`config.mk`:
```
export PLATFORM = sky130hd
export DESIGN_NAME = hdlc_bit_stuff_framer_crc32
export DESIGN_NICKNAME = d
export VERILOG_FILES = /design/src/hw/rtl/hbsf_pkg.sv /design/src/hw/rtl/hdlc_bit_stuff_framer_crc32.sv /design/src/hw/rtl/hbsf_fifo.sv /design/src/hw/rtl/hbsf_front.sv /design/src/hw/rtl/hbsf_back.sv
export SDC_FILE = /design/constraint.sdc
export NUM_CORES = 1
export LEC_CHECK = 0
export CAP_MARGIN = 20
export CORE_UTILIZATION = 30
export CTS_CLUSTER_SIZE = 12
export DETAILED_ROUTE_END_ITERATION = 16
export DONT_BUFFER_PORTS = 1
export PLACE_DENSITY_LB_ADDON = 0.05
export REMOVE_ABC_BUFFERS = 1
export SLEW_MARGIN = 20
export SYNTH_ARGS = -nofsm -noshare
export SYNTH_HDL_FRONTEND = slang
export SYNTH_SLANG_ARGS = --single-unit
```
`constraint.sdc`:
```
create_clock -name clk -period 11.6 [get_ports clk]
set_clock_uncertainty 0.2 [all_clocks]
set_input_delay 2.32 -clock clk [delete_from_list [all_inputs] [get_ports clk]]
set_output_delay 2.32 -clock clk [all_outputs]
set_load 0.005 [all_outputs]
```
`src/hw/rtl/hbsf_pkg.sv`:
```
package hbsf_pkg;

	// flag, crc and stuffing constants
	localparam logic [7:0]  FLAG     = 8'h7E;
	localparam logic [31:0] CRC_POLY = 32'hEDB88320;
	localparam logic [31:0] CRC_INIT = 32'hFFFFFFFF;
	localparam logic [2:0]  MAX_ONES = 3'd5;

	// one accepted payload byte, classified by the front
	typedef struct packed {
		logic        open;   // byte opens a frame
		logic [7:0]  data;
		logic        last;   // byte closes a frame
		logic [31:0] crc;    // inverted crc after this byte
	} cmd_t;

	// one result item
	typedef struct packed {
		logic [7:0] frame_byte;
		logic       frame_end;
	} res_t;

endpackage

```
`src/hw/rtl/hdlc_bit_stuff_framer_crc32.sv`:
```
// hdlc framer with bit stuffing and crc-32
//
// input channel: one payload byte per item on data_byte, last marks the final
//   byte of a frame; an item is taken on a rising edge with push high and full low
// result channel: one frame byte per item on frame_byte, frame_end high on the
//   closing flag; the oldest item is shown while empty is low and taken on pop
// the front classifies each item and folds it into the running crc, a small
//   command queue hands it to the back, which stuffs one nibble per cycle into
//   a result queue while a command waits and the result queue has room
// per frame: the back takes each payload byte as its high and low nibble, sends
//   the opening flag before a frame's first byte, and after the last byte stuffs
//   the 8 crc nibbles, then the pad and the closing flag; the nibble stuffer sets the pace
// path: with both queues empty and the back idle, an opening flag goes from the
//   command queue through the back into the result queue before it is visible;
//   a stuffed byte completed by the item's high or low nibble takes the same path
// reset: both queues empty, crc all ones, no frame open, stuffer cleared
// receiver stall: results back up in the result queue, the back halts, then the
//   command queue fills and full rises; nothing is dropped
module hdlc_bit_stuff_framer_crc32 #(
	parameter int CMD_DEPTH = 4,
	parameter int RES_DEPTH = 4
) (
	input  logic       clk,
	input  logic       arst_n,
	input  logic       push,
	output logic       full,
	input  logic [7:0] data_byte,
	input  logic       last,
	output logic       empty,
	input  logic       pop,
	output logic [7:0] frame_byte,
	output logic       frame_end
);

	import hbsf_pkg::*;

	logic accept;
	cmd_t cmd_in;
	cmd_t cmd_head;
	logic cmd_empty;
	logic cmd_pop;
	logic res_push;
	res_t res_in;
	res_t res_head;
	logic res_full;

	// item taken when queue has room
	assign accept = push && !full;

	hbsf_front u_front (
		.clk       (clk),
		.arst_n    (arst_n),
		.accept    (accept),
		.data_byte (data_byte),
		.last      (last),
		.cmd       (cmd_in)
	);

	// classified items wait here for the stuffer
	hbsf_fifo #(
		.W     ($bits(cmd_t)),
		.DEPTH (CMD_DEPTH)
	) u_cmd_q (
		.clk    (clk),
		.arst_n (arst_n),
		.push   (accept),
		.wdata  (cmd_in),
		.full   (full),
		.pop    (cmd_pop),
		.rdata  (cmd_head),
		.empty  (cmd_empty)
	);

	hbsf_back u_back (
		.clk       (clk),
		.arst_n    (arst_n),
		.cmd       (cmd_head),
		.cmd_empty (cmd_empty),
		.cmd_pop   (cmd_pop),
		.res_push  (res_push),
		.res       (res_in),
		.res_full  (res_full)
	);

	// result queue parts the stuffer from the receiver
	hbsf_fifo #(
		.W     ($bits(res_t)),
		.DEPTH (RES_DEPTH)
	) u_res_q (
		.clk    (clk),
		.arst_n (arst_n),
		.push   (res_push),
		.wdata  (res_in),
		.full   (res_full),
		.pop    (pop),
		.rdata  (res_head),
		.empty  (empty)
	);

	assign frame_byte = res_head.frame_byte;
	assign frame_end  = res_head.frame_end;

endmodule

```
`src/hw/rtl/hbsf_fifo.sv`:
```
module hbsf_fifo #(
	parameter int W     = 8,
	parameter int DEPTH = 4
) (
	input  logic         clk,
	input  logic         arst_n,
	input  logic         push,
	input  logic [W-1:0] wdata,
	output logic         full,
	input  logic         pop,
	output logic [W-1:0] rdata,
	output logic         empty
);

	localparam int AW = (DEPTH > 1) ? $clog2(DEPTH) : 1;

	logic [W-1:0]  mem_q [DEPTH];
	logic [AW-1:0] wptr_q;
	logic [AW-1:0] rptr_q;
	logic [AW:0]   count_q;
	logic          do_push;
	logic          do_pop;

	assign full    = (count_q == (AW+1)'(DEPTH));
	assign empty   = (count_q == '0);
	assign do_push = push && !full;
	assign do_pop  = pop && !empty;
	assign rdata   = mem_q[rptr_q];

	always_ff @(posedge clk or negedge arst_n) begin
		if (!arst_n) begin
			wptr_q  <= '0;
			rptr_q  <= '0;
			count_q <= '0;
		end else begin
			if (do_push) begin
				wptr_q <= (wptr_q == AW'(DEPTH - 1)) ? '0 : wptr_q + AW'(1);
			end
			if (do_pop) begin
				rptr_q <= (rptr_q == AW'(DEPTH - 1)) ? '0 : rptr_q + AW'(1);
			end
			if (do_push && !do_pop) begin
				count_q <= count_q + (AW+1)'(1);
			end else if (do_pop && !do_push) begin
				count_q <= count_q - (AW+1)'(1);
			end
		end
	end

	// payload storage, no reset
	always_ff @(posedge clk) begin
		if (do_push) begin
			mem_q[wptr_q] <= wdata;
		end
	end

endmodule

```
`src/hw/rtl/hbsf_front.sv`:
```
module hbsf_front (
	input  logic          clk,
	input  logic          arst_n,
	input  logic          accept,
	input  logic [7:0]    data_byte,
	input  logic          last,
	output hbsf_pkg::cmd_t cmd
);

	import hbsf_pkg::*;

	logic [31:0] crc_q;
	logic        in_frame_q;
	logic [31:0] crc_base;
	logic [31:0] crc_next;

	// reflected crc-32, one byte
	function automatic logic [31:0] crc_byte(input logic [31:0] c, input logic [7:0] v);
		logic [31:0] r;
		r = c ^ {24'b0, v};
		for (int j = 0; j < 8; j++) begin
			r = r[0] ? ((r >> 1) ^ CRC_POLY) : (r >> 1);
		end
		return r;
	endfunction

	always_comb begin
		crc_base  = in_frame_q ? crc_q : CRC_INIT;
		crc_next  = crc_byte(crc_base, data_byte);
		cmd.open  = !in_frame_q;
		cmd.data  = data_byte;
		cmd.last  = last;
		cmd.crc   = ~crc_next;
	end

	always_ff @(posedge clk or negedge arst_n) begin
		if (!arst_n) begin
			crc_q      <= CRC_INIT;
			in_frame_q <= 1'b0;
		end else if (accept) begin
			if (last) begin
				crc_q      <= CRC_INIT;
				in_frame_q <= 1'b0;
			end else begin
				crc_q      <= crc_next;
				in_frame_q <= 1'b1;
			end
		end
	end

endmodule

```
`src/hw/rtl/hbsf_back.sv`:
```
module hbsf_back (
	input  logic           clk,
	input  logic           arst_n,
	input  hbsf_pkg::cmd_t cmd,
	input  logic           cmd_empty,
	output logic           cmd_pop,
	output logic           res_push,
	output hbsf_pkg::res_t res,
	input  logic           res_full
);

	import hbsf_pkg::*;

	localparam logic [2:0] PH_START = 3'd0;
	localparam logic [2:0] PH_OPEN  = 3'd1;
	localparam logic [2:0] PH_NIB   = 3'd2;
	localparam logic [2:0] PH_PAD   = 3'd3;
	localparam logic [2:0] PH_CLOSE = 3'd4;

	localparam logic [3:0] NIB_DATA_LO = 4'd1;
	localparam logic [3:0] NIB_LAST    = 4'd9;

	typedef struct packed {
		logic [4:0] bits;  // appended bits, right aligned
		logic [2:0] cnt;
		logic [2:0] run;
	} stf_t;

	logic [2:0]  ph_q, ph_d, eff_ph;
	logic [3:0]  nib_q, nib_d;
	logic [2:0]  run_q, run_d;
	logic [7:0]  acc_q, acc_d;
	logic [2:0]  fill_q, fill_d;
	logic        go;
	logic [39:0] seq;
	logic [39:0] seq_sh;
	logic [3:0]  nib;
	stf_t        st;
	logic [4:0]  aligned;
	logic [15:0] w;
	logic [3:0]  total;

	// four bits msb first through the stuffer
	function automatic stf_t stuff_nibble(input logic [3:0] n, input logic [2:0] run);
		stf_t s;
		s.bits = '0;
		s.cnt  = '0;
		s.run  = run;
		for (int i = 3; i >= 0; i--) begin
			s.bits = {s.bits[3:0], n[i]};
			s.cnt  = s.cnt + 3'd1;
			s.run  = n[i] ? s.run + 3'd1 : 3'd0;
			if (s.run == MAX_ONES) begin
				s.bits = {s.bits[3:0], 1'b0};
				s.cnt  = s.cnt + 3'd1;
				s.run  = 3'd0;
			end
		end
		return s;
	endfunction

	always_comb begin
		go     = !cmd_empty && !res_full;
		eff_ph = (ph_q == PH_START) ? (cmd.open ? PH_OPEN : PH_NIB) : ph_q;

		// data byte then crc bytes low first, each high nibble first
		seq    = {cmd.data, cmd.crc[7:0], cmd.crc[15:8], cmd.crc[23:16], cmd.crc[31:24]};
		seq_sh = seq << {nib_q, 2'b00};
		nib    = seq_sh[39:36];

		st      = stuff_nibble(nib, run_q);
		aligned = st.bits << (3'd5 - st.cnt);
		w       = {acc_q, 8'b0} | ({aligned, 11'b0} >> fill_q);
		total   = {1'b0, fill_q} + {1'b0, st.cnt};

		cmd_pop  = 1'b0;
		res_push = 1'b0;
		res      = '0;
		ph_d     = ph_q;
		nib_d    = nib_q;
		run_d    = run_q;
		acc_d    = acc_q;
		fill_d   = fill_q;

		if (go) begin
			case (eff_ph)
				PH_OPEN: begin
					res_push       = 1'b1;
					res.frame_byte = FLAG;
					run_d          = '0;
					acc_d          = '0;
					fill_d         = '0;
					ph_d           = PH_NIB;
					nib_d          = '0;
				end
				PH_NIB: begin
					run_d  = st.run;
					fill_d = total[2:0];
					if (total[3]) begin
						res_push       = 1'b1;
						res.frame_byte = w[15:8];
						acc_d          = w[7:0];
					end else begin
						acc_d = w[15:8];
					end
					if (nib_q == NIB_DATA_LO && !cmd.last) begin
						cmd_pop = 1'b1;
						ph_d    = PH_START;
						nib_d   = '0;
					end else if (nib_q == NIB_LAST) begin
						ph_d  = PH_PAD;
						nib_d = '0;
					end else begin
						ph_d  = PH_NIB;
						nib_d = nib_q + 4'd1;
					end
				end
				PH_PAD: begin
					// partial byte already zero in its low bits
					if (fill_q != '0) begin
						res_push       = 1'b1;
						res.frame_byte = acc_q;
					end
					ph_d = PH_CLOSE;
				end
				PH_CLOSE: begin
					res_push       = 1'b1;
					res.frame_byte = FLAG;
					res.frame_end  = 1'b1;
					run_d          = '0;
					acc_d          = '0;
					fill_d         = '0;
					cmd_pop        = 1'b1;
					ph_d           = PH_START;
					nib_d          = '0;
				end
				default: begin
					ph_d  = PH_START;
					nib_d = '0;
				end
			endcase
		end
	end

	always_ff @(posedge clk or negedge arst_n) begin
		if (!arst_n) begin
			ph_q   <= PH_START;
			nib_q  <= '0;
			run_q  <= '0;
			acc_q  <= '0;
			fill_q <= '0;
		end else begin
			ph_q   <= ph_d;
			nib_q  <= nib_d;
			run_q  <= run_d;
			acc_q  <= acc_d;
			fill_q <= fill_d;
		end
	end

endmodule

```
Word-level counts from Yosys, hierarchy flattened
Memories as Yosys holds them, arrays and structs flattened.
Index checks and enable logic that the tools add are counted.
{ "word_totals": {"word_cells": 153, "n_memories": 2, "output_inout_bits": 11, "mem_bits_rw": 204, "input_bits": 13, "register_bits": 68} }
{ "mem_list": {"columns": ["name", "depth", "word_bits", "rd", "rd_clocked_by_memory_dff", "wr", "line_no", "rtl"], "rows": [
  ["u_cmd_q.mem_q", 4, 42, 1, 0, 1, "hbsf_fifo.sv:17", "logic [W-1:0] mem_q [DEPTH];"],
  ["u_res_q.mem_q", 4, 9, 1, 0, 1, "hbsf_fifo.sv:17", null]
]} }
{ "op_classes": {"muxes": 55, "shift": 3, "n_reduce_logical": 31, "add_sub_neg": 21, "n_eq_ne": 16, "n_bitwise": 12} }
{ "ops": {"columns": ["op", "count"], "rows": [
  ["$mux W32", 10],
  ["$not A13 Y14", 8],
  ["$shl A40 B6 Y40", 1],
  ["$add A3 B1 Y3 const B", 12],
  ["$mux W8", 4],
  ["$not A32 Y32", 1],
  ["$xor A32 B8 Y32", 1],
  ["$mux W3", 10],
  ["$pmux W8 S3", 1],
  ["$eq A3 B3 Y1 const B", 7],
  ["$mux W9", 2],
  ["$or A16 B16 Y16", 1],
  ["$pmux W8 S2", 1],
  ["$shr A16 B3 Y16", 1],
  ["$mux W1", 12],
  ["$pmux W3 S2", 2],
  ["$logic_and A1 B1 Y1", 11],
  ["$mux W11", 1],
  ["$logic_not A1 Y1", 10],
  ["$mux W10", 1],
  ["$mux W2", 5],
  ["$logic_not A3 Y1", 3],
  ["$pmux W3 S3", 1],
  ["$add A2 B1 Y2 const B", 4],
  ["19 further kinds", 28]
]} }

Depth between registers and ports, before layout
An unclocked memory read counts as a cell.
{ "depth": {"depth_word": 26, "mapped_depth": 45, "ltp_nobuf": 39} }

Hierarchy
From an unflattened synthesis, not the netlist that was laid out.
{ "unflattened": {"cells_unflattened": 999, "area_unflattened_um2": 13818.3} }
{ "modules_own_cells": {"columns": ["mod", "instances", "seq_area_each_um2", "area_each_um2", "cells_per_inst"], "rows": [
  ["hbsf_fifo (u_cmd_q)", 1, 5220.0, 6493.7, 257],
  ["hbsf_back", 1, 525.5, 3155.5, 400],
  ["hbsf_front", 1, 865.8, 2402.3, 257],
  ["hbsf_fifo (u_res_q)", 1, 1256.2, 1752.9, 84],
  ["hdlc_bit_stuff_framer_crc32", 1, 0.0, 13.8, 1]
]} }

Least setup slack after synthesis
Ideal clock, no wire load.
{ "synth_path": {"path_kind": "register -> register", "start": "reg u_cmd_q.rptr_q[0]", "end": "reg u_res_q.count_q[2]", "period_less_slack_ns": 8.916, "required_time_ns": 11.321, "stages_incl_launch_ff": 44, "arrival_time_ns": 8.637, "path_buffers": 5, "slack_ns": 2.684, "setup_time_ns": 0.079, "path_cell_list": "dfrtp_1 -> buf_6 -> mux4_1 -> a22oi_1 -> a21o_1 -> and4_1 -> buf_2 -> nor2b_1 -> ha_1 -> clkbuf_1 -> nor2_1 -> nand3_1 -> and4b_1 -> a2111oi_2 -> and2_1 -> ha_1 -> or2_2 -> a41oi_1 -> (+8 left out) -> a21oi_1 -> buf_4 -> o21ai_1 -> xnor2_1 -> inv_1 -> ha_1 -> a21o_1 -> a21o_1 -> nand2_1 -> o21ai_0 -> nor2_1 -> nor2_1 -> ha_1 -> inv_1 -> fa_1 -> xor2_1 -> nor2_1 -> xor2_1"} }
{ "synth_via": {"elab_chain_len": 25, "elab_cells_between_ends": 40, "classes_between": "add/sub: 10; eq/ne: 8; shift: 1; mux: 14; reduce/logical: 6; memory: 1"} }
{ "synth_lines": {"columns": ["item", "line_no", "rtl"], "rows": [
  ["start: declaration", "hbsf_fifo.sv:19", "logic [AW-1:0] rptr_q;"],
  ["start signal: assignment", "hbsf_fifo.sv:40", "rptr_q <= (rptr_q == AW'(DEPTH - 1)) ? '0 : rptr_q + AW'(1);"],
  ["$mem_v2 Z4 W42 (*)", null, null],
  ["parallel branches: the longest is 18 deep, another holds $add A3 B1 Y3", null, null],
  ["$pmux W1 S3 (*)", "hbsf_back.sv:86", "case (eff_ph)"],
  ["$mux W1 (*)", "hbsf_back.sv:85", "if (go) begin"],
  ["$logic_and A1 B1 Y1 (*)", "hbsf_fifo.sv:26", "assign do_push = push && !full;"],
  ["via u_res_q.do_push", "hbsf_fifo.sv:21", "logic do_push;"],
  ["$logic_not A1 Y1", "hbsf_fifo.sv:44", "end else if (do_pop && !do_push) begin"],
  ["$logic_and A1 B1 Y1", "hbsf_fifo.sv:44", null],
  ["$reduce_bool A2 Y1 (no source line)", null, null],
  ["end signal: assignment", "hbsf_fifo.sv:43", "count_q <= count_q + (AW+1)'(1);"],
  ["end signal: assignment", "hbsf_fifo.sv:45", "count_q <= count_q - (AW+1)'(1);"],
  ["end: declaration", "hbsf_fifo.sv:20", "logic [AW:0] count_q;"]
]} }
Mark *: on every way through the listed nets, which the timed path passes.
A chain may end at the register's enable or synchronous reset.

Final worst setup path
{ "layout_path": {"start": "reg u_cmd_q.rptr_q[1]", "end": "reg u_res_q.count_q[2]"} }
The elaborated chain is that of the path after synthesis.

==> impl_metrics.tcl <==
set metrics [dict create \
    grt_pass1_wl_um 54100 \
    finalSetupViolations 0 \
    fp.coreArea_um2 44300 \
    grt_usage_pct 15.5 \
    die-area_um2 45800 \
    place_hpwl_um 22800 \
    period_share_pct 90.7 \
    synth_top_flop_cell "edfxtp_1" \
    critical_path.most_common_cell "ha_1" \
    gr-total-overflow 0 \
    grt_pass1_vias 8483 \
    htreeDepth 2 \
    clk_path_buf_depth 3 \
    worst_pin_slew_ps 1060 \
    critPathKind "flip-flop to flip-flop" \
    min_path_type "flip-flop to flip-flop" \
    wl_per_cell_um 21.3 \
    r2r-end "u_res_q.count_q[2]" \
    vias 8128 \
    post_cts_resized 0 \
    yosys_warnings 0 \
    synthArstFlopShare_pct 25.0 \
    hold_end "u_res_q.count_q[2]" \
    die_h_um 214 \
    drc 0 \
    status "complete, no violations" \
    nFillCells 4404 \
    cts-buffers-inserted 35 \
    timing.rr.start "u_cmd_q.rptr_q[1]" \
    dr.pass1.iters 5 \
    yosys-top-cells-area "edfxtp_1, dfrtp_1, dfstp_2" \
    endpoint_kind "flip-flop" \
    worstPathArrival_ps 10770 \
    io_buffer_count 0 \
    drv_slew 0 \
    drive_above_1_share_pct 17.1 \
    synthesis.area_um2 13500 \
    antenna_found_initial 0 \
    cts_num_sinks 272 \
    synth_area_leader_cell "edfxtp_1" \
    cts_setup_buffers 0 \
    finalHoldViolations 0 \
    cap_violations 0 \
    fmax_ghz 0.0951 \
    die_w_um 214 \
    r2r_slack_ps 1080 \
    slowest_stage "dfrtp_1" \
    relSlewSlack_pct 28.6 \
    synth_area_per_cell_um2 13.4 \
    crit_path_start_kind "flip-flop" \
    synth.ff_latch_count 272 \
    synth_seq_area_share_pct 58.3 \
    tns_ps 0 \
    required_ps 11860 \
    tritoncts "yes" \
    cts-hold-fix-buffers 0 \
    syn_inst 1003 \
    area_delta_synth_final_pct 12.9 \
    final_common_cell "edfxtp_1" \
    vias_per_cell 4.98 \
    wl_um 34800 \
    ios 24 \
    netlist.area_leader.share_pct 45.4 \
    antenna_left 0 \
    nets 1055 \
    rsz0062_at_grt "false" \
    r2r.worst_path.cells 39 \
    finalCriticalPeriod_ps 10520 \
    worst_setup_hold_path_clk_slew_ps 60 \
    cp_max_fo 19 \
    place_congestion 0.773 \
    ys_types 83 \
    placementRows 77 \
    grt_max_degree 69 \
    whs_path_depth 1 \
    ctsRootBufferMaster "clkbuf_16" \
    drt-initial-drc-count 476 \
    initial_utilization_pct 30.4 \
    critical_path.max_stage_delay_ps 970 \
    antennaDiodeCount 0 \
    mostFrequentLayoutCells "edfxtp_1, nor2_1, xnor2_1" \
    hp-start "u_res_q.count_q[2]" \
    synth_edf_count 204 \
    insertion_delay_ps 550 \
]
-- logic make-up (layout without fill, tap and decap cells) --
logic type               Yosys count  count (layout)  synth area share [%]
adder cells (fa/ha/maj)           29              29                  2.91
multiplexers                      72              72                  9.71
flip-flops                       272             272                  58.3
buffers and inverters             69             106                  2.68
XOR/XNOR                          95              95                  6.17
AND/OR/NAND/NOR                  260             260                  9.52
AO/OA/AOI/OAI                    206             206                  10.7
-- worst max-delay path by stage --
| stage | slack, ps | depth (start not counted) | to | startpoint |
|---|---|---|---|---|
| floorplan | 990 | 38 | u_res_q.count_q[2] | u_cmd_q.rptr_q[0] |
| global placement | 1260 | 39 | u_res_q.count_q[2] | u_cmd_q.rptr_q[1] |
| detailed placement | 990 | 40 | u_res_q.count_q[2] | u_back.nib_q[0] |
| CTS | 890 | 40 | u_res_q.count_q[2] | u_back.nib_q[0] |
| global route | 50 | 39 | u_res_q.count_q[2] | u_cmd_q.rptr_q[1] |
| finish | 1080 | 39 | u_res_q.count_q[2] | u_cmd_q.rptr_q[1] |
-- synthesized netlist by cell type (all sizes together) (18+ instances only) --
master and instances:
dfrtp 36, nand2 54, ha 25, xor2 18
buf 22, a22oi 18, mux2i 21, edfxtp 204
o21ai 31, inv 22, dfstp 32, mux4 43
clkbuf 25, nor2 91, a21oi 57, xnor2 77
-- flip-flops by register name, indices dropped and copies added (netlist names) --
signal,count
u_cmd_q.mem_q,168
u_res_q.mem_q,36
u_front.crc_q,32
u_back.acc_q,8
u_back.nib_q,4
u_back.fill_q,3
u_back.ph_q,3
u_back.run_q,3
u_cmd_q.count_q,3
u_res_q.count_q,3
u_cmd_q.rptr_q,2
u_cmd_q.wptr_q,2
u_res_q.rptr_q,2
u_res_q.wptr_q,2
u_front.in_frame_q,1
-- layer usage --
| layer | vias up | part of all wire (%) | GRT usage (%) |
|---|---|---|---|
| li1 | 3817 | - | - |
| met1 | 4144 | 46 | 20.1 |
| met3 | 50 | 3.1 | 2.37 |
| met2 | 117 | 49 | 26.5 |
| met5 | - | 0 | 0 |
| met4 | 0 | 2.1 | 4.99 |
-- through the flow --
stage	setup WS, ps	cell area, µm²	instances	hold slack, ps	utilization (%)
floorplan	988	13200	956	258	-
global placement	1260	14100	1568	287	31.8
detailed placement	987	14100	1568	284	31.8
CTS	886	15200	1632	293	34.3
global route	45.7	15200	1632	320	34.4
finish	1080	15200	1632	292	34.4
-- final cells by class --
type                            count  area [µm²]  share of cell area (%)
Clock buffer                       52        1000                    6.57
Clock inverter                     12         109                   0.715
Inverter                           22        82.6                   0.542
Multi-Input combinational cell    662        5270                    34.6
Sequential cell                   272        7870                    51.7
Tap cell                          592         741                    4.87
Timing Repair Buffer               20         150                   0.986
-- worst max-delay path: cells and delay by family, from the launching register on --
kind / cells / cell delay (ps)
and+or+nand+nor: 16 / 3280
AOI/OAI and AO/OA: 10 / 2550
adders and majority gates: 6 / 1920
DFF: 1 / 970
xor gates and xnor gates: 3 / 700
buffers and inverters: 3 / 420
muxes: 1 / 400
Power is left out: the tool's default activity adds up to more than one toggle a clock period on the data nets, which glitch-free logic cannot reach.
